==> config.mk <==
export PLATFORM = sky130hd
export DESIGN_NAME = phash_mod
export DESIGN_NICKNAME = d
export VERILOG_FILES = /design/src/phash_pkg.sv /design/src/phash_mod.sv
export SDC_FILE = /design/constraint.sdc
export NUM_CORES = 1
export LEC_CHECK = 0
export ABC_AREA = 1
export BUFFER_PORTS_ARGS = -buffer_cell sky130_fd_sc_hd__buf_2
export CORE_ASPECT_RATIO = 1.25
export CORE_MARGIN = 3
export CORE_UTILIZATION = 38
export DETAILED_ROUTE_END_ITERATION = 6
export SYNTH_ARGS = -nofsm -noshare
export SYNTH_HDL_FRONTEND = slang
export SYNTH_SLANG_ARGS = --single-unit
==> constraint.sdc <==
create_clock -name clk -period 2.57 [get_ports clk]
set_input_delay 0.1285 -clock clk [delete_from_list [all_inputs] [get_ports clk]]
set_output_delay 0.1285 -clock clk [all_outputs]
set_load 0.02 [all_outputs]
==> src/phash_pkg.sv <==
// shared types and constants for the eight-lane pearson hash
package phash_pkg;

	localparam int BYTE_W      = 8;
	localparam int TABLE_DEPTH = 256;
	localparam int MAX_LANES   = 8;
	localparam int HASH_W      = 64;
	localparam int MOD_W       = 32;
	localparam int STEP_W      = $clog2(HASH_W);

	localparam logic [MOD_W-1:0] CLAMP_RESET = MOD_W'(1024);

	// command codes carried in tuser
	localparam logic CMD_WRITE = 1'b0;
	localparam logic CMD_KEY   = 1'b1;

	typedef logic [BYTE_W-1:0] byte_t;

	typedef enum logic [1:0] {
		ST_IDLE,
		ST_LOOKUP,
		ST_DIV
	} state_t;

	typedef struct packed {
		logic             busy;
		logic [MOD_W-1:0] remainder;
	} mod_status_t;

endpackage

==> src/phash_mod.sv <==
// bit-serial 64-by-32 remainder unit, one dividend bit per cycle
module phash_mod (
	input  logic                        clk,
	input  logic                        arst_n,
	input  logic                        start,
	input  logic [phash_pkg::HASH_W-1:0] dividend,
	input  logic [phash_pkg::MOD_W-1:0]  modulus,
	output phash_pkg::mod_status_t      status
);
	import phash_pkg::*;

	logic              busy_q;
	logic [STEP_W-1:0] cnt_q;
	logic [HASH_W-1:0] dvd_q;
	logic [MOD_W-1:0]  rem_q;
	logic [MOD_W-1:0]  mod_q;
	logic [MOD_W:0]    trial;
	logic [MOD_W:0]    diff;

	assign trial = {rem_q, dvd_q[HASH_W-1]};
	assign diff  = trial - {1'b0, mod_q};

	always_ff @(posedge clk or negedge arst_n) begin
		if (!arst_n) begin
			busy_q <= 1'b0;
			cnt_q  <= '0;
		end else if (start) begin
			busy_q <= 1'b1;
			cnt_q  <= '0;
		end else if (busy_q) begin
			cnt_q <= cnt_q + STEP_W'(1);
			if (cnt_q == STEP_W'(HASH_W - 1)) begin
				busy_q <= 1'b0;
			end
		end
	end

	always_ff @(posedge clk) begin
		if (start) begin
			dvd_q <= dividend;
			rem_q <= '0;
			mod_q <= modulus;
		end else if (busy_q) begin
			dvd_q <= dvd_q << 1;
			// trial stays below twice the modulus, so one subtract settles it
			rem_q <= diff[MOD_W] ? trial[MOD_W-1:0] : diff[MOD_W-1:0];
		end
	end

	// a zero modulus gives zero
	assign status.busy      = busy_q;
	assign status.remainder = (mod_q == '0) ? '0 : rem_q;

endmodule

# ---- Word level (Yosys, flattened, before mapping)
# Cells that the tools add are included.
dict set report classes {
  n_addsub 2
  n_eq_ne 1
  mux 9
  reduce_logical 2
}
# op count
set ops {}
lappend ops {{64-bit 2-to-1 mux} 2}
lappend ops {{32-bit 2-to-1 mux} 2}
lappend ops {{33-bit by 32-bit subtractor with 33-bit output} 1}
lappend ops {{32-bit logical NOT} 1}
lappend ops {{6-bit 2-to-1 mux} 2}
lappend ops {{6-bit by 1-bit adder with 6-bit output, second input constant} 1}
lappend ops {{6-bit == test, second input constant} 1}
lappend ops {{1-bit 2-to-1 mux} 3}
lappend ops {{2-bit nonzero test} 1}
dict set report totals {
  regBits 135
  input_bits 99
  wordCells 19
}

# ---- Depth between registers and ports, before layout
# Gate-level depths: netlist of run 1.
dict set report logic_depth {
  depth_word 4
  depth_mapped 18
}

# ---- Least setup slack after synthesis of run 1
# OpenSTA, ideal clock, no wires.
dict set report synth_timing {
  kind {register -> register}
  startpoint {register busy_q}
  endpoint {register dvd_q[0], enable pin}
  arrival_time_ps 2013
  slack_ps 139
  stages_incl_launch_ff 4
  path_buffers 1
  synth_period_minus_slack_ps 2431
  path_cell_list {dfrtp_1 -> nor2_1 -> clkbuf_1 -> inv_1}
}
dict set report synth_via {
  elab_chain_len 1
}
# item line_no
set synth_rtl {}
lappend synth_rtl {{start, declared} phash_mod.sv:12} ;# logic busy_q;
lappend synth_rtl {{start signal, assigned} phash_mod.sv:25} ;# busy_q <= 1'b0;
lappend synth_rtl {{start signal, assigned} phash_mod.sv:28} ;# busy_q <= 1'b1;
lappend synth_rtl {{start signal, assigned} phash_mod.sv:33} ;# busy_q <= 1'b0;
lappend synth_rtl {{2-bit nonzero test (no source line)} -}
lappend synth_rtl {{end signal, assigned} phash_mod.sv:40} ;# dvd_q <= dividend;
lappend synth_rtl {{end signal, assigned} phash_mod.sv:44} ;# dvd_q <= dvd_q << 1;
lappend synth_rtl {{end, declared} phash_mod.sv:14} ;# logic [HASH_W-1:0] dvd_q;
# No other way between the ends.
# A chain may end at the register's enable or synchronous reset.

==> flow_metrics.py, run 1 <==
metrics = {
    "timing": {
        "slew_headroom_pct": 49.52,
        "fin_skew_ns": 0.01314,
        "post-route-period-util_pct": 93.57,
        "fmax_mhz": 415.9,
        "min_period_ns": 2.405,
        "hold_violations": 0,
        "max_slew.worst_pin.slew_ns": 0.7572,
        "fin_tns_setup_ns": 0,
        "setup-violations-final": 0,
        "rsz0062_at_grt": "no",
        "finalMaxSlewViolations": 0,
    },
    "clock_network": {
        "cts.htree.levels": 4,
        "clockRootBuffer": "clkbuf_16",
        "numCtsBuffers": 17,
        "tritoncts": "done",
        "clockBufferDepth": 2,
        "cts.sinks": 135,
        "path_clk_slew_ns": 0.06,
        "clock_latency_ns": 0.43,
    },
    "cells_and_area": {
        "multi_input_area_mm2": 0.003816,
        "final_common_cell": "nand2_1",
        "syn_to_final_growth_pct": 31.62,
        "fill_cells": 2159,
        "final_layout_size_suffix_gt1_share_pct": 14.23,
        "antenna-diode-count": 0,
        "fin_cells": 1734,
        "final_cell_mix": "563 x nand2_1, 210 x inv_1, 130 x buf_2",
        "nets": 1575,
        "final-seq-area_mm2": 0.003699,
    },
    "route": {
        "antenna_left": 0,
        "drc_errors": 0,
        "vias_per_cell": 4.589,
        "routed-via-count": 7957,
        "drt-total-wl_mm": 23.96,
        "drt_iter0_drc": 434,
        "dr.pass1.iters": 5,
        "avgRoutedWirePerCell_um": 13.82,
    },
    "setup_path": {
        "cp_cell_sequence": "nor4_2 > nand4_1 > nor4_4 > buf_8 > nor2_1 > buf_2",
        "critical_path.startpoint_type": "flop",
        "crit_path_max_fanout": 22,
        "critPathKind": "reg -> out",
        "worstPathArrival_ns": 2.28,
        "critPathRequiredTime_ns": 2.44,
        "cp_num_buf_inv": 2,
        "worstRegToRegCells": 17,
        "worst-path-stages": 6,
        "critPathTopFamily": "simple AND/OR/NAND/NOR gates",
        "cp_slowest_cell": "edfxtp_1",
        "critPathMaxStageDelay_ns": 0.41,
        "endpoint_kind": "output port",
    },
    "flow_run": {
        "cap_violations": 0,
    },
    "global_route": {
        "antenna_found_initial": 0,
        "overflow": 0,
        "grt_max_degree": 76,
        "grt_pass1_vias": 7845,
        "gr-usage-all-layers_pct": 19.83,
        "grt_pass1_wl_mm": 38.47,
    },
    "yosys": {
        "synth_warnings": 0,
        "ys_seq_elements": 135,
        "syn_nets": 1345,
        "ys_seq_area_share_pct": 43.80,
        "netlist_instances": 1212,
        "syn_area_per_cell_um2": 6.967,
        "syn-cell-area_mm2": 0.008444,
        "synth_cell_type_count": 39,
    },
    "hold_path": {
        "hp-class": "in -> reg",
        "hold_depth": 3,
    },
    "die": {
        "fp.dieH_um": 172.7,
        "die_x_um": 139.3,
        "rows": 60,
        "io_pins": 132,
        "start_util_pct": 38.92,
        "dieArea_mm2": 0.02406,
        "core_area_mm2": 0.02170,
    },
    "place": {
        "hpwl_mm": 17.15,
        "io_buffers": 131,
        "dp.cells": 1608,
        "gp_congestion": 0.9386,
    },
    "power_and_ir_drop": {
        "p_leak_uw": 0.006008,
        "power_density_mw_per_mm2": 553.6,
        "vdd_drop_max_mv": 0.4265,
        "total_power_uw": 6153,
    },
    "status": {
        "status": "completed",
    },
}
[routing by layer]
layer / vias up / wire (µm) / global-route usage [%]
met5: - / 0 / 0
met1: 3585 / 10330 / 23.68
met2: 186 / 12010 / 35.50
li1: 4154 / - / -
met4: 0 / 518 / 6.485
met3: 32 / 1095 / 4.039
[power breakdown]
part | switching [µW] | internal, µW | leakage (µW)
registers | 60.7 | 2500 | 0.00137
logic | 440 | 344 | 0.00433
clock network | 1060 | 1750 | 0.000315
total | 1560 | 4590 | 0.00601
[cell type report]
cell class | instances | share of cell area, %
Tap cell | 279 | 3.141
Clock buffer | 17 | 3.828
Timing Repair Buffer | 240 | 16.01
Inverter | 215 | 7.261
Multi-Input combinational cell | 833 | 34.34
Clock inverter | 15 | 2.150
Sequential cell | 135 | 33.28
[logic make-up after synthesis]
logic type	synth area share [%]
simple gates	35.87
buf+inv	11.50
flops	43.80
fa+ha+maj	5.127
compound gates	2.149
xor+xnor	1.556
[per-stage QoR]
stage / util [%] / cell area [µm²] / hold slack, ns / worst slack [ns]
final: 51.23 / 11110 / 0.003036 / 0.1653
after global routing: 51.23 / 11110 / 0.01916 / 0.01909
after CTS: 51.04 / 11070 / 0.0008392 / 0.04081
after detailed placement: 43.66 / 9472 / -0.02280 / 0.1061
after global placement: 43.66 / 9472 / -0.02254 / 0.1796
after floorplan: - / 8444 / -0.1671 / 0.1388
[synthesized netlist by cell type]
master / n / area (µm²)
a21o_1: 1 / 7.510
a21oi_1: 21 / 105.1
a22o_1: 1 / 8.760
a41oi_1: 1 / 8.760
and2_1: 5 / 31.28
and3_1: 1 / 6.260
buf_1: 3 / 11.26
buf_2: 5 / 25.02
buf_4: 1 / 7.510
buf_6: 3 / 33.78
buf_8: 2 / 30.03
clkbuf_1: 15 / 56.30
clkinv_1: 1 / 3.750
dfrtp_1: 7 / 175.2
dfxtp_1: 32 / 640.6
edfxtp_1: 96 / 2883
fa_1: 1 / 20.02
ha_1: 33 / 412.9
inv_1: 211 / 792.0
inv_2: 3 / 11.26
nand2_1: 564 / 2117
nand2_2: 7 / 43.79
nand2_4: 3 / 33.78
nand3_1: 60 / 300.3
nand3_2: 1 / 10.01
nand3b_1: 1 / 7.510
nand4_1: 8 / 50.05
nor2_1: 78 / 292.8
nor2_2: 5 / 31.28
nor3_1: 9 / 45.04
nor3_2: 1 / 10.01
nor4_1: 7 / 43.79
o21ai_0: 4 / 20.02
o21ai_1: 3 / 15.01
o21bai_1: 1 / 7.510
o221ai_1: 1 / 8.760
or2_1: 1 / 6.260
xnor2_1: 11 / 96.34
xor2_1: 4 / 35.03
[worst min-delay path: stages]
cell     delay, ns
buf_2         0.07
nand2_1       0.06
nand2_1       0.06
[timing repair]
| action | CTS | global route |
|---|---|---|
| resized for setup | 1 | 7 |
| endpoints found under the setup margin | 22 | 52 |
| endpoints found under the hold margin | 99 | 0 |
| setup buffers | 0 | 1 |
| hold buffers | 93 | 0 |
[state kept, by name, summed over array words and instances (netlist names)]
name / count
busy_q: 1
cnt_q: 6
mod_q: 32
dvd_q: 64
rem_q: 32
[path summary, 6_finish.rpt]
path | start | endpoint | slack (ns)
min in group asynchronous | arst_n | cnt_q[3] | 0.08
worst max register to register | mod_q[0] | rem_q[9] | 0.20
max in group asynchronous | arst_n | busy_q | 2.32
worst min-delay path | dividend[9] | dvd_q[9] | 0.003
worst max-delay path | mod_q[20] | status[13] | 0.17
worst min register to register | cnt_q[5] | cnt_q[5] | 0.46
Note: power is estimated with default switching activity, not from simulation.
==> run 2: changes to the inputs <==
--- a/config.mk
+++ b/config.mk
@@ -5,7 +5,6 @@
 export SDC_FILE = /design/constraint.sdc
 export NUM_CORES = 1
 export LEC_CHECK = 0
-export ABC_AREA = 1
 export BUFFER_PORTS_ARGS = -buffer_cell sky130_fd_sc_hd__buf_2
 export CORE_ASPECT_RATIO = 1.25
 export CORE_MARGIN = 3
==> run 2 against run 1 <==
The flow now finishes with violations (negative setup slack). Wire length shrank 10%. Synthesized cell count shrank 41%. Clock power shrank 7.8%. Combinational power grew to 2.8 times the previous value. Count of clock-buffer cells in the layout is the same. Power grew 21%. Sequential power grew 5%. Critical path depth grew 8. First-iteration DRC count shrank 26%. Hold slack gained 0.0061 ns. Core utilization grew 7.4 points. Critical path type is now reg -> reg. Largest cell class unchanged.
==> flow_metrics.py, run 2 <==
metrics = {
    "status": {
        "status": "complete, but fails checks",
        "violations": "negative setup slack",
    },
    "timing": {
        "fin_skew_ns": 0.01407,
        "max_slew.worst_pin.slew_ns": 0.6435,
        "finalWorstSetupSlack_ns": -0.2585,
        "fmax_mhz": 353.5,
        "setup-violations-final": 32,
        "hold_violations": 0,
        "finalMaxSlewViolations": 0,
        "min_period_ns": 2.829,
        "post-route-period-util_pct": 110.1,
        "rsz0062_at_grt": "yes",
        "slew_headroom_pct": 56.54,
    },
    "power_and_ir_drop": {
        "total_power_uw": 7436,
        "power_density_mw_per_mm2": 649.1,
        "clkPwrFrac_pct": 34.8,
        "switchingPower_uw": 2263,
        "power.share.combinational_pct": 29.2,
        "swShare_pct": 30.44,
        "power.internal_uw": 5173,
        "p_leak_uw": 0.005083,
        "vdd_drop_max_mv": 0.4925,
        "pwr-share-seq_pct": 36.0,
    },
    "setup_path": {
        "endpoint_kind": "flop",
        "crit_path_max_fanout": 12,
        "critPathTopFamily": "compound AO/OA/AOI/OAI gates",
        "critical_path.startpoint_type": "flop",
        "critPathMaxStageDelay_ns": 0.39,
        "worstPathArrival_ns": 3.14,
        "worst-path-stages": 14,
        "cp_num_buf_inv": 5,
        "critPathKind": "reg -> reg",
        "critPathRequiredTime_ns": 2.88,
        "crit_top_cell": "buf_4",
        "cp_slowest_cell": "edfxtp_1",
        "cp_cell_sequence": "inv_1 > ha_1 > buf_4 > nand2_1 > o21ai_0 > a221oi_2 > nand2_2 > a211oi_4 > buf_6 > xor2_4 > buf_12 > buf_4 > a32oi_4 > o21ai_2",
        "worstRegToRegCells": 14,
    },
    "route": {
        "routed-via-count": 6726,
        "drt-total-wl_mm": 21.47,
        "drc_errors": 0,
        "vias_per_cell": 5.031,
        "drt_iter0_drc": 320,
        "dr.pass1.iters": 5,
        "antenna_left": 0,
        "avgRoutedWirePerCell_um": 16.06,
    },
    "place": {
        "dp.cells": 1217,
        "gp_congestion": 0.8650,
        "io_buffers": 131,
        "place_area_mm2": 0.009574,
        "dp_slack_ns": -0.3095,
        "hpwl_mm": 14.99,
    },
    "yosys": {
        "netlist_instances": 718,
        "synth_edf_count": 96,
        "syn_area_per_cell_um2": 10.56,
        "synth_area_leaders": "edfxtp_1 38%, mux2_2 9.5%, dfxtp_1 8.5%",
        "ys_async_sr_fraction_pct": 5.185,
        "syn_nets": 851,
        "synthXorXnorAreaFrac_pct": 2.987,
        "synth_compound_area_share_pct": 12.97,
        "syn-cell-area_mm2": 0.007581,
        "synthFlopType": "edfxtp_1",
        "synth_area_leader_cell": "edfxtp_1",
        "synth_adder_area_share_pct": 5.711,
        "synth.most_common_cell": "edfxtp_1",
        "ys_seq_elements": 135,
        "synth_commonest_cells": "96 x edfxtp_1, 70 x nand2_1, 64 x mux2_2",
        "synth-simple-area-share_pct": 15.56,
        "ys_seq_area_share_pct": 48.79,
        "synth_top_family_by_area": "simple AND/OR/NAND/NOR gates",
        "synth.area.mux_share_pct": 9.771,
        "synth_cell_type_count": 65,
        "synth_warnings": 0,
        "synth.top_cell.area_share_pct": 38.03,
    },
    "clock_network": {
        "clock_latency_ns": 0.43,
        "cts.htree.levels": 4,
        "tritoncts": "done",
        "clockRootBuffer": "clkbuf_16",
        "numCtsBuffers": 17,
        "clockBufferDepth": 2,
        "path_clk_slew_ns": 0.07,
        "cts.sinks": 135,
    },
    "global_route": {
        "grt_max_degree": 65,
        "overflow": 0,
        "gr-usage-all-layers_pct": 20.26,
        "grt_pass1_wl_mm": 35.26,
        "antenna_found_initial": 0,
        "grt_pass1_vias": 7194,
    },
    "cells_and_area": {
        "largestRegisters": "dvd_q: 64 flops, mod_q: 32 flops, rem_q: 32 flops",
        "final_layout_size_suffix_gt1_share_pct": 42.35,
        "final_area_mm2": 0.01146,
        "post-route-util_pct": 58.62,
        "largest_register_ffs": 64,
        "largest_register": "dvd_q",
        "final_common_cell": "buf_4",
        "fill_cells": 1698,
        "nets": 1192,
        "syn_to_final_growth_pct": 51.11,
        "antenna-diode-count": 0,
        "fin_cells": 1337,
        "final_cell_mix": "137 x buf_4, 130 x buf_2, 96 x edfxtp_1",
    },
    "die": {
        "die_x_um": 132.3,
        "dieArea_mm2": 0.02169,
        "fp.dieH_um": 163.9,
        "start_util_pct": 38.79,
        "core_area_mm2": 0.01954,
        "io_pins": 132,
        "rows": 57,
    },
    "flow_run": {
        "cap_violations": 0,
    },
    "hold_path": {
        "hold_depth": 2,
        "hp-class": "in -> reg",
    },
}
run 2: cell count changes after synthesis, sizes merged, moves of 17 or more:
| cell | before | now |
|---|---|---|
| mux2 | 0 | 64 |
| inv | 214 | 44 |
| o21ai | 7 | 24 |
| a21oi | 21 | 38 |
| nand3 | 61 | 22 |
| nand2 | 574 | 70 |
| nor2b | 0 | 34 |
| nor2 | 83 | 51 |
run 2: final cells by class:
class                   instances  area (µm²)  share of cell area, %
multi-input cells             503        3973                  34.68
flip-flops and latches        135        3699                  32.28
repair buffers                358        2659                  23.21
clock buffers                  17       425.4                  3.713
well taps                     265       331.6                  2.894
clock inverters                15       200.2                  1.747
inverters                      44       168.9                  1.474
run 2: worst paths after layout:
path | start | to | slack, ns
max in group asynchronous | arst_n | busy_q | 2.31
max | mod_q[18] | rem_q[29] | -0.26
min in group asynchronous | arst_n | cnt_q[5] | 0.09
max reg2reg | mod_q[18] | rem_q[29] | -0.26
min reg2reg | dvd_q[18] | dvd_q[19] | 0.55
min | dividend[0] | dvd_q[0] | 0.009
run 2: kinds of logic (layout without fill, tap and decap cells):
group	Yosys count	after routing
AO/OA/AOI/OAI	140	140
XOR/XNOR	25	25
adder cells (fa/ha/maj)	34	34
buffers and inverters	80	434
flip-flops	135	135
multiplexers	66	66
AND/OR/NAND/NOR	238	238
run 2: timing repair:
action                                 in CTS  in global routing
endpoints found under the hold margin      80                  0
setup buffers                               7                  6
resized for setup                          49                 42
pin swaps                                  19                 16
cloned                                      1                  1
hold buffers                               74                  0
setup endpoints to repair                  32                 51
run 2: power groups by stage:
stage	Sequential (µW)	Clock, µW	Combinational [µW]
floorplan	2700	0	1060
global placement	2720	0	1820
detailed placement	2720	0	1830
CTS	2680	2630	2070
global route	2710	2740	2370
finish	2680	2590	2170
run 2: metrics by stage:
stage / TNS [ns] / hold slack [ns]
after floorplan: 0 / -0.1671
after global placement: -4.289 / -0.02582
after detailed placement: -6.978 / -0.02044
after CTS: -3.646 / 0.0001961
after global routing: -10.53 / 0.001579
final: -6.039 / 0.009098
run 2: layer usage:
| metal | GRT usage, % | wire length, µm | up-vias |
|---|---|---|---|
| met3 | 4.259 | 1157 | 50 |
| met1 | 23.69 | 8649 | 3159 |
| met5 | 0 | 0 | - |
| li1 | - | - | 3331 |
| met4 | 9.026 | 665 | 0 |
| met2 | 35.88 | 11000 | 186 |
